<file path="src/design/cpr_pkg.sv">
// shared constants and types of the clock page replacement unit
package cpr_pkg;
	localparam int Frames = 16;
	localparam int VirtualPages = 64;
	localparam int PageBytes = 1024;
	localparam int Processes = 16;
	localparam int FW = $clog2(Frames);
	localparam int VPW = $clog2(VirtualPages);
	localparam int OFFW = $clog2(PageBytes);
	localparam int PW = $clog2(Processes);
	localparam int PTW = PW + VPW;
	localparam int PtDepth = Processes * VirtualPages;

	localparam logic [1:0] StHit = 2'd0;
	localparam logic [1:0] StFree = 2'd1;
	localparam logic [1:0] StEvict = 2'd2;
	localparam logic [1:0] StRelease = 2'd3;

	localparam logic CmdAccess = 1'b0;
	localparam logic CmdRelease = 1'b1;

	// controller to datapath
	typedef struct packed {
		logic load;       // latch the input transaction
		logic clr_scan;   // reset scan index and hand step count to zero
		logic scan_inc;   // advance scan index
		logic pt_rd;      // read page table for the request
		logic rel_step;   // release current scan frame if owned
		logic hand_step;  // examine hand frame, clear ref, advance
		logic fill;       // install page into chosen frame
		logic hit;        // set reference of hit frame
		logic set_out;    // load output register
		logic [1:0] status;
	} cpr_cmd_t;

	// datapath to controller
	typedef struct packed {
		logic is_release;
		logic pt_hit;
		logic scan_last;
		logic scan_free;  // frame at scan index is free
		logic any_free;
		logic hand_victim;  // valid frame with clear ref at hand
		logic hand_count_done;
	} cpr_sts_t;
endpackage

</file>
<file path="src/design/clock_page_replacement_unit.sv">
// top level: clock second-chance page replacement unit
// a transaction ends as a hit, a free-frame miss (lowest free frame searched
// one frame a cycle), a release or an eviction
// one transaction at a time: the next is accepted from the cycle after the result is
// loaded, a stalled result holds the unit
// arst_n clears all frames, page residency and the clock hand
module clock_page_replacement_unit
	import cpr_pkg::*;
(
	input  logic        clk,
	input  logic        arst_n,
	input  logic        in_valid,
	output logic        in_ready,
	input  logic        command,
	input  logic [3:0]  proc_id,
	input  logic [15:0] virtual_address,
	output logic        out_valid,
	input  logic        out_ready,
	output logic [1:0]  status,
	output logic [3:0]  frame_number,
	output logic [13:0] physical_address,
	output logic [3:0]  victim_process,
	output logic [5:0]  victim_page
);
	cpr_cmd_t cmd;
	cpr_sts_t sts;

	cpr_ctrl u_ctrl (
		.clk, .arst_n,
		.in_fire(in_valid && in_ready),
		.out_busy(out_valid && !out_ready),
		.sts, .in_rdy(in_ready), .cmd
	);

	cpr_dp u_dp (
		.clk, .arst_n, .command, .proc_id, .virtual_address,
		.cmd, .out_take(out_ready), .sts, .out_vld(out_valid),
		.status, .frame_number, .physical_address, .victim_process, .victim_page
	);
endmodule

</file>
<file path="src/design/cpr_ctrl.sv">
// controller state machine of the clock page replacement unit
module cpr_ctrl
	import cpr_pkg::*;
(
	input  logic     clk,
	input  logic     arst_n,
	input  logic     in_fire,
	input  logic     out_busy,
	input  cpr_sts_t sts,
	output logic     in_rdy,
	output cpr_cmd_t cmd
);
	typedef enum logic [2:0] {
		S_IDLE, S_PT, S_DECIDE, S_REL, S_FREE, S_HAND, S_OUT
	} state_t;
	state_t state_q;
	logic [1:0] status_q;

	assign in_rdy = (state_q == S_IDLE);

	always_comb begin
		cmd = '0;
		cmd.status = status_q;
		unique case (state_q)
			S_IDLE: begin
				cmd.load = in_fire;
				cmd.clr_scan = in_fire;
			end
			S_PT: cmd.pt_rd = 1'b1;
			S_DECIDE: ;
			S_REL: begin
				cmd.rel_step = 1'b1;
				cmd.scan_inc = 1'b1;
			end
			S_FREE: cmd.scan_inc = !sts.scan_free;
			S_HAND: cmd.hand_step = !sts.hand_victim && !sts.hand_count_done;
			S_OUT: begin
				cmd.set_out = !out_busy;
				cmd.fill = !out_busy && status_q != StHit && status_q != StRelease;
				cmd.hit = !out_busy && status_q == StHit;
			end
			default: ;
		endcase
	end

	always_ff @(posedge clk or negedge arst_n) begin
		if (!arst_n) begin
			state_q <= S_IDLE;
			status_q <= StHit;
		end else begin
			unique case (state_q)
				S_IDLE: if (in_fire) state_q <= S_PT;
				S_PT: state_q <= S_DECIDE;
				S_DECIDE: begin
					if (sts.is_release) begin
						status_q <= StRelease;
						state_q <= S_REL;
					end else if (sts.pt_hit) begin
						status_q <= StHit;
						state_q <= S_OUT;
					end else if (sts.any_free) begin
						status_q <= StFree;
						state_q <= S_FREE;
					end else begin
						status_q <= StEvict;
						state_q <= S_HAND;
					end
				end
				S_REL: if (sts.scan_last) state_q <= S_OUT;
				S_FREE: if (sts.scan_free) state_q <= S_OUT;
				S_HAND: if (sts.hand_victim || sts.hand_count_done) state_q <= S_OUT;
				S_OUT: if (!out_busy) state_q <= S_IDLE;
				default: state_q <= S_IDLE;
			endcase
		end
	end
endmodule

</file>
<file path="src/design/cpr_dp.sv">
// datapath of the clock page replacement unit: tables, hand and output register
module cpr_dp
	import cpr_pkg::*;
(
	input  logic              clk,
	input  logic              arst_n,
	input  logic              command,
	input  logic [3:0]        proc_id,
	input  logic [15:0]       virtual_address,
	input  cpr_cmd_t          cmd,
	input  logic              out_take,
	output cpr_sts_t          sts,
	output logic              out_vld,
	output logic [1:0]        status,
	output logic [3:0]        frame_number,
	output logic [13:0]       physical_address,
	output logic [3:0]        victim_process,
	output logic [5:0]        victim_page
);
	localparam int HandCntW = $clog2(2 * Frames + 3);

	// frame table in flip-flops
	logic [Frames-1:0] fvalid_q, fref_q;
	logic [PW-1:0]  fowner_q [Frames];
	logic [VPW-1:0] fpage_q  [Frames];
	// page table: frame memory, residency confirmed against the frame table
	logic [FW-1:0] ptmem [PtDepth];
	logic [FW-1:0] ptrd_q;

	logic          cmd_q;
	logic [PW-1:0] pid_q;
	logic [VPW-1:0] page_q;
	logic [OFFW-1:0] off_q;
	logic [FW-1:0] scan_q, hand_q, sel;
	logic [HandCntW-1:0] hcnt_q;
	logic [PTW-1:0] req_idx;

	assign req_idx = {pid_q, page_q};
	assign sel = (cmd.status == StEvict) ? hand_q : scan_q;

	assign sts.is_release = cmd_q;
	// resident when the recorded frame still holds this page of this process
	assign sts.pt_hit = fvalid_q[ptrd_q] && (fowner_q[ptrd_q] == pid_q)
		&& (fpage_q[ptrd_q] == page_q);
	assign sts.scan_last = (scan_q == FW'(Frames - 1));
	assign sts.scan_free = !fvalid_q[scan_q];
	assign sts.any_free = !(&fvalid_q);
	assign sts.hand_victim = fvalid_q[hand_q] && !fref_q[hand_q];
	assign sts.hand_count_done = (hcnt_q == HandCntW'(2 * Frames + 2));

	always_ff @(posedge clk) begin
		if (cmd.load) begin
			cmd_q <= command;
			pid_q <= PW'(proc_id);
			page_q <= VPW'(virtual_address[15:OFFW]);
			off_q <= virtual_address[OFFW-1:0];
		end
		if (cmd.pt_rd) ptrd_q <= ptmem[req_idx];
		if (cmd.fill) ptmem[req_idx] <= sel;
		if (cmd.fill) begin
			fowner_q[sel] <= pid_q;
			fpage_q[sel] <= page_q;
		end
		if (cmd.set_out) begin
			status <= cmd.status;
			frame_number <= (cmd.status == StRelease) ? '0 :
				4'(cmd.status == StHit ? ptrd_q : sel);
			physical_address <= (cmd.status == StRelease) ? '0 :
				14'({(cmd.status == StHit ? ptrd_q : sel), off_q});
			victim_process <= (cmd.status == StEvict) ? 4'(fowner_q[hand_q]) : '0;
			victim_page <= (cmd.status == StEvict) ? 6'(fpage_q[hand_q]) : '0;
		end
	end

	always_ff @(posedge clk or negedge arst_n) begin
		if (!arst_n) begin
			fvalid_q <= '0;
			fref_q <= '0;
			scan_q <= '0;
			hand_q <= '0;
			hcnt_q <= '0;
			out_vld <= 1'b0;
		end else begin
			if (cmd.clr_scan) begin
				scan_q <= '0;
				hcnt_q <= '0;
			end else if (cmd.scan_inc) begin
				scan_q <= scan_q + 1'b1;
			end
			if (cmd.rel_step && fvalid_q[scan_q] && fowner_q[scan_q] == pid_q) begin
				fvalid_q[scan_q] <= 1'b0;
				fref_q[scan_q] <= 1'b0;
			end
			if (cmd.hand_step) begin
				if (fvalid_q[hand_q]) fref_q[hand_q] <= 1'b0;
				hand_q <= (hand_q == FW'(Frames - 1)) ? '0 : hand_q + 1'b1;
				hcnt_q <= hcnt_q + 1'b1;
			end
			if (cmd.hit) fref_q[ptrd_q] <= 1'b1;
			if (cmd.fill) begin
				fvalid_q[sel] <= 1'b1;
				fref_q[sel] <= 1'b1;
			end
			if (cmd.set_out) out_vld <= 1'b1;
			else if (out_take) out_vld <= 1'b0;
		end
	end
endmodule

</file>
<file path="config.mk">
export PLATFORM = sky130hd
export DESIGN_NAME = clock_page_replacement_unit
export DESIGN_NICKNAME = d
export VERILOG_FILES = /design/src/design/cpr_pkg.sv /design/src/design/clock_page_replacement_unit.sv /design/src/design/cpr_ctrl.sv /design/src/design/cpr_dp.sv
export SDC_FILE = /design/constraint.sdc
export NUM_CORES = 2
export LEC_CHECK = 0
export BUFFER_PORTS_ARGS = -buffer_cell sky130_fd_sc_hd__buf_2
export CORE_MARGIN = 5
export CORE_UTILIZATION = 65
export DETAILED_ROUTE_END_ITERATION = 12
export PLACE_DENSITY_LB_ADDON = 0.12
export SLEW_MARGIN = 5
export SYNTH_ARGS = -nofsm -noshare
export SYNTH_HDL_FRONTEND = slang
export SYNTH_MEMORY_MAX_BITS = 65536
export SYNTH_SLANG_ARGS = --single-unit
</file>
<file path="constraint.sdc">
create_clock -name clk -period 24.9 [get_ports clk]
set_input_delay 3.735 -clock clk [delete_from_list [all_inputs] [get_ports clk]]
set_output_delay 3.735 -clock clk [all_outputs]
set_load 0.05 [all_outputs]
</file>
# After elaboration in Yosys (flattened, before gate mapping)
# Memories as Yosys holds them, arrays and structs flattened. A register that Yosys moved wholly into a read port is not among the register bits.
# Cells that the tools add are included.
[totals]
ramBits = 4256
regBits = 93
n_memories = 3
input_bits = 25
out_inout_bits = 32
[classes]
add_sub_neg = 3
muxes = 52
eq_ne = 20
n_lt_le_gt_ge = 8
bitwise_logic = 8
reduce_logical = 31
[memory_table]
columns = ["memory", "depth", "width", "rd", "rd_ports_with_merged_regs", "wr", "line", "rtl"]
rows = [
  ["u_dp.ptmem", 1024, 4, 1, 1, 1, "cpr_dp.sv:27", "logic [FW-1:0] ptmem [PtDepth];"],
  ["u_dp.fpage_q", 16, 6, 2, 1, 1, "cpr_dp.sv:25", "logic [VPW-1:0] fpage_q [Frames];"],
  ["u_dp.fowner_q", 16, 4, 3, 1, 1, "cpr_dp.sv:24", "logic [PW-1:0] fowner_q [Frames];"],
]
[ops]
columns = ["op", "n"]
rows = [
  ["$mux W16", 7],
  ["$and A16 B16 Y16", 3],
  ["$or A16 B16 Y16", 3],
  ["$not A16 Y16", 2],
  ["$mux W3", 8],
  ["$pmux W3 S7", 1],
  ["$lt A4 B5 Y1 const B", 4],
  ["$mux W4", 5],
  ["$bmux W1 S4", 4],
  ["$demux W1 S4", 4],
  ["$ge A4 B1 Y1 const B", 4],
  ["$mux W1", 16],
  ["$reduce_and A16 Y1", 1],
  ["$logic_and A1 B1 Y1", 15],
  ["$mux W6", 2],
  ["$eq A3 B3 Y1 const B", 3],
  ["$add A4 B1 Y4 const B", 2],
  ["$eq A4 B4 Y1", 2],
  ["$eq A4 B4 Y1 const B", 2],
  ["$mux W2", 4],
  ["$ne A2 B2 Y1 const B", 4],
  ["$reduce_bool A2 Y1", 4],
  ["$logic_not A1 Y1", 7],
  ["$add A6 B1 Y6 const B", 1],
  ["other kinds (11)", 14],
]

# Longest topological paths before layout
[logic_depth]
ltp_word = 14
ltp_mapped = 15
depth_no_buf = 10

# Modules after synthesis
# From an unflattened synthesis, not the netlist that was laid out.
[hier_totals]
hier_cells = 9855
hier_area_um2 = 172929.6
[modules_own_cells]
columns = ["mod", "area_each_um2", "n_inst", "cells_per_inst"]
rows = [
  ["cpr_dp", 172516.7, 1, 9804],
  ["cpr_ctrl", 392.9, 1, 49],
  ["clock_page_replacement_unit", 20.0, 1, 2],
]

# Worst setup path after synthesis
# No wires, ideal clock.
[synth_path]
path_type = "reg2reg"
from = "register u_dp.hand_q[0]"
to = "memory u_dp.fowner_q[13][0] (netlist name) (enable)"
arrival_time_ps = 16230
setup_ps = 388
required_time_ps = 24512
path_buffers = 3
stages_incl_launch_ff = 9
setup_slack_ps = 8282
cell_sequence = "dfrtp_1 > clkbuf_1 > buf_1 > clkbuf_1 > nand2_1 > and2_1 > inv_1 > nand3_1 > nor2_1"
[synth_between]
elab_chain_len = 1
[synth_rtl]
columns = ["item", "line", "rtl"]
rows = [
  ["start, declared", "cpr_dp.sv:34", "logic [FW-1:0] scan_q, hand_q, sel;"],
  ["start signal, assigned", "cpr_dp.sv:96", "hand_q <= (hand_q == FW'(Frames - 1)) ? '0 : hand_q + 1'b1;"],
  ["$mux W4", "cpr_dp.sv:39", "assign sel = (cmd.status == StEvict) ? hand_q : scan_q;"],
  ["net u_dp.sel[0]", "cpr_dp.sv:34", ""],
  ["end, declared", "cpr_dp.sv:24", ""],
]
# The timed path passes the listed nets, and every way through them passes these cells.

==> run metrics <==
Die Y between 500 and 600 um; row count 189; Rel. slew slack -4.72%; Synth async-reset ratio 1.19%; # IOs between 50 and 60; CP max-delay cell nor3_2; Clock Latency Late Sink 970 ps; die area around 280000 um2; Seq cells post-synth ~4400; power share of the clock group a little over a third; critical path arrival 8760 ps; post-synthesis sequential area ratio 75.3%; setup ws final 16800 ps; Worst Setup End Kind flop; final setup violation count 0; CTS Buf Count 423; Antenna Nets Post-Route 0; gr ovfl total 0; max_cap viols 1; post-synthesis mux area share 14.5%; routed wire length per instance 37.5 um; HPWL after detailed placement 286000 um; switching fraction of total power 26.7%; Reg power frac 49.4%; Critical Path Max Stage Delay 840 ps; via/cell ratio 7.25; post-cts sizing count 0; Worst Path Required ~26000 ps; simple-gate share of the synthesized area 4.14%; top cell type's share of synthesized area about three quarters; CTS max path bufs 4; post-synthesis compound-gate area fraction 3.85%; Iter 0 DRT Violations 16593; adder-cell area share of the yosys netlist 0.0721%; largest net degree at the start of global routing 187; Die W between 500 and 600 um; min cycle time layout 8100 ps; vias in the first global route 94839; post-layout instance area between 150000 and 200000 um2; htree depth 5; total negative slack 0 ps; Buf+Inv Stages, Crit Path 6; critical path's top delay family buffers and inverters; Int Power ~13 mW; Tcrit/Tclk final 32.5%; CTS tree yes; RSZ-0062 raised after global routing false; synthesized cell area 174000 um2; Worst-Margin Slew 1550 ps; syn avg cell area 18.1 um2; drt drc 0; Total Wirelength about 500000 um; Startpoint Class flop; skew final 59.9 ps; VDD IR max roughly 65 uV; top cells by area, synth edfxtp_1 (75%), mux2i_1 (7.3%), mux4_2 (6.9%); Post-synth top cells edfxtp_1 (4307), mux2i_1 (1268), nor2_1 (1111); count leader, synth edfxtp_1; Hold WC Path Type flop to flop; via count 98269; All-Layer GR Usage 36.3%; Unique masters post-synth 84; layout cells sized above 1 15.6%; violated checks capacitance limit, slew limit; NetSw 4.81 mW; I/O Buffers 56; first-pass GRT wire length 712000 um; logic gate share of total power 15.5%; Ys Warns 0; worst setup path start u_dp.page_q[1]; Nets 9672; main combinational cell family by area after synthesis multiplexers; leakage 63.2 nW; crit-path cells buf_4 -> buf_4 -> buf_4 -> buf_4 -> buf_4 -> buf_4 -> mux4_2 -> a22o_1 -> a221oi_1 -> a31oi_1 -> nor3_2 -> nand2_1 -> a2111oi_2 -> nand4_1; clk root buf clkbuf_16; Layout area overhead 10.1%; post-synthesis net count 9611; Cells after Synth roughly 9600; EDFF count, synth 4307; r2r startpoint u_dp.page_q[1]; drt pass-1 iters 8; Synth Flop Type edfxtp_1; Worst Path Max Fanout 51; fmax about 0.12 GHz; Core Region approximately 270000 um2; RePlAce Congestion around 0.88; Slew Viols, Final 2; status complete, but fails checks; hold_buf cts 0; DP Area 177000 um2; initial antenna violation count 38; clk slew on worst S/H paths 60 ps; Initial Utilization 65.3%; Clock Sinks 4359; Synth Area in XOR/XNOR 0.118%; setup bufs post-CTS 0; post-place setup slack 16800 ps; most used cell, CP buf_4; Power per Cell Area 94.1 nW/um2; Fin. Hold Viols 0; hold path start u_dp.hcnt_q[5]; cell taking the most area after synthesis edfxtp_1; critical path class flop to flop
-- placed cells by master (no fill, tap or decap), drive strengths merged, types with 8 or more instances in the layout --
master / n
mux2: 9
a21o: 9
and2: 35
bufinv: 38
ha: 10
xnor2: 18
diode: 27
mux4: 543
clkbuf: 535
o2111ai: 8
a22o: 20
or4: 14
a221oi: 16
clkinv: 193
nor2: 1111
nand2b: 11
nor3: 14
nand4: 42
nor2b: 15
and3: 23
nand3: 40
a311oi: 15
edfxtp: 4307
dfrtp: 52
o22ai: 605
mux2i: 1268
a22oi: 144
a31oi: 25
clkinvlp: 11
nand2: 161
inv: 46
o21ai: 57
o211ai: 10
nor4: 133
buf: 320
a21oi: 38
-- sequential cells by signal, indices dropped and copies added (netlist names), 6 cells and up --
register               cells
u_dp.fowner_q             64
u_dp.fpage_q              96
u_dp.fref_q               16
u_dp.fvalid_q             16
u_dp.hcnt_q                6
u_dp.off_q                10
u_dp.page_q                6
u_dp.physical_address     13
u_dp.ptmem              4096
u_dp.victim_page           6
-- metrics by stage --
stage	util, %	std cells	power [mW]	hold slack [ps]
detailed placement	66.8	12745	11.8	502
CTS	71.9	13532	17.9	516
global route	71.9	13533	18.4	533
floorplan	-	9576	11.4	423
finish	71.9	13559	18.0	514
global placement	66.8	12740	11.7	481
-- final timing paths --
kind                                  end  cells after the start  slack, ps
max in group asynchronous  u_dp.hand_q[0]                      2      21450
setup / recovery           u_dp.ptrd_q[2]                     14      16800
min in group asynchronous  u_dp.hand_q[3]                      2       2920
hold reg to reg            u_dp.hcnt_q[5]                      1        510
hold / removal             u_dp.hcnt_q[5]                      1        510
setup reg to reg           u_dp.ptrd_q[2]                     14      16800
-- metal layers --
metal | vias up | wire length [um] | global-route usage (%)
met2 | 8085 | 230000 | 53.5
met3 | 1381 | 75000 | 11.2
met1 | 50092 | 177000 | 50.7
met5 | - | 116 | 0
met4 | 20 | 26700 | 16.7
li1 | 38691 | - | -
-- cell families (layout without fill, tap and decap cells) --
logic type	Yosys count	count (layout)
DFF	4359	4359
xor gates and xnor gates	20	20
adders and majority gates	10	10
AOI/OAI and AO/OA	1005	1005
buffers and inverters	720	1143
other	0	27
and+or+nand+nor	1642	1642
muxes	1820	1820
-- power by group through the flow --
stage	logic, mW	clock network, mW	registers (mW)
global route	2.88	6.65	8.88
global placement	2.69	0	9.02
floorplan	1.61	0	9.76
detailed placement	2.73	0	9.03
finish	2.79	6.31	8.87
CTS	2.74	6.32	8.87
-- final cells by class --
| cell class | count | area [um2] |
|---|---|---|
| Clock inverter | 252 | 2300 |
| Antenna cell | 27 | 67.6 |
| Clock buffer | 535 | 11200 |
| Tap cell | 3533 | 4420 |
| Inverter | 36 | 166 |
| Sequential cell | 4359 | 131000 |
| Multi-Input combinational cell | 4497 | 39800 |
| Timing Repair Buffer | 320 | 2490 |
| Fill cell | 15848 | 74500 |
No activity file was read; power rests on OpenSTA's default activity.
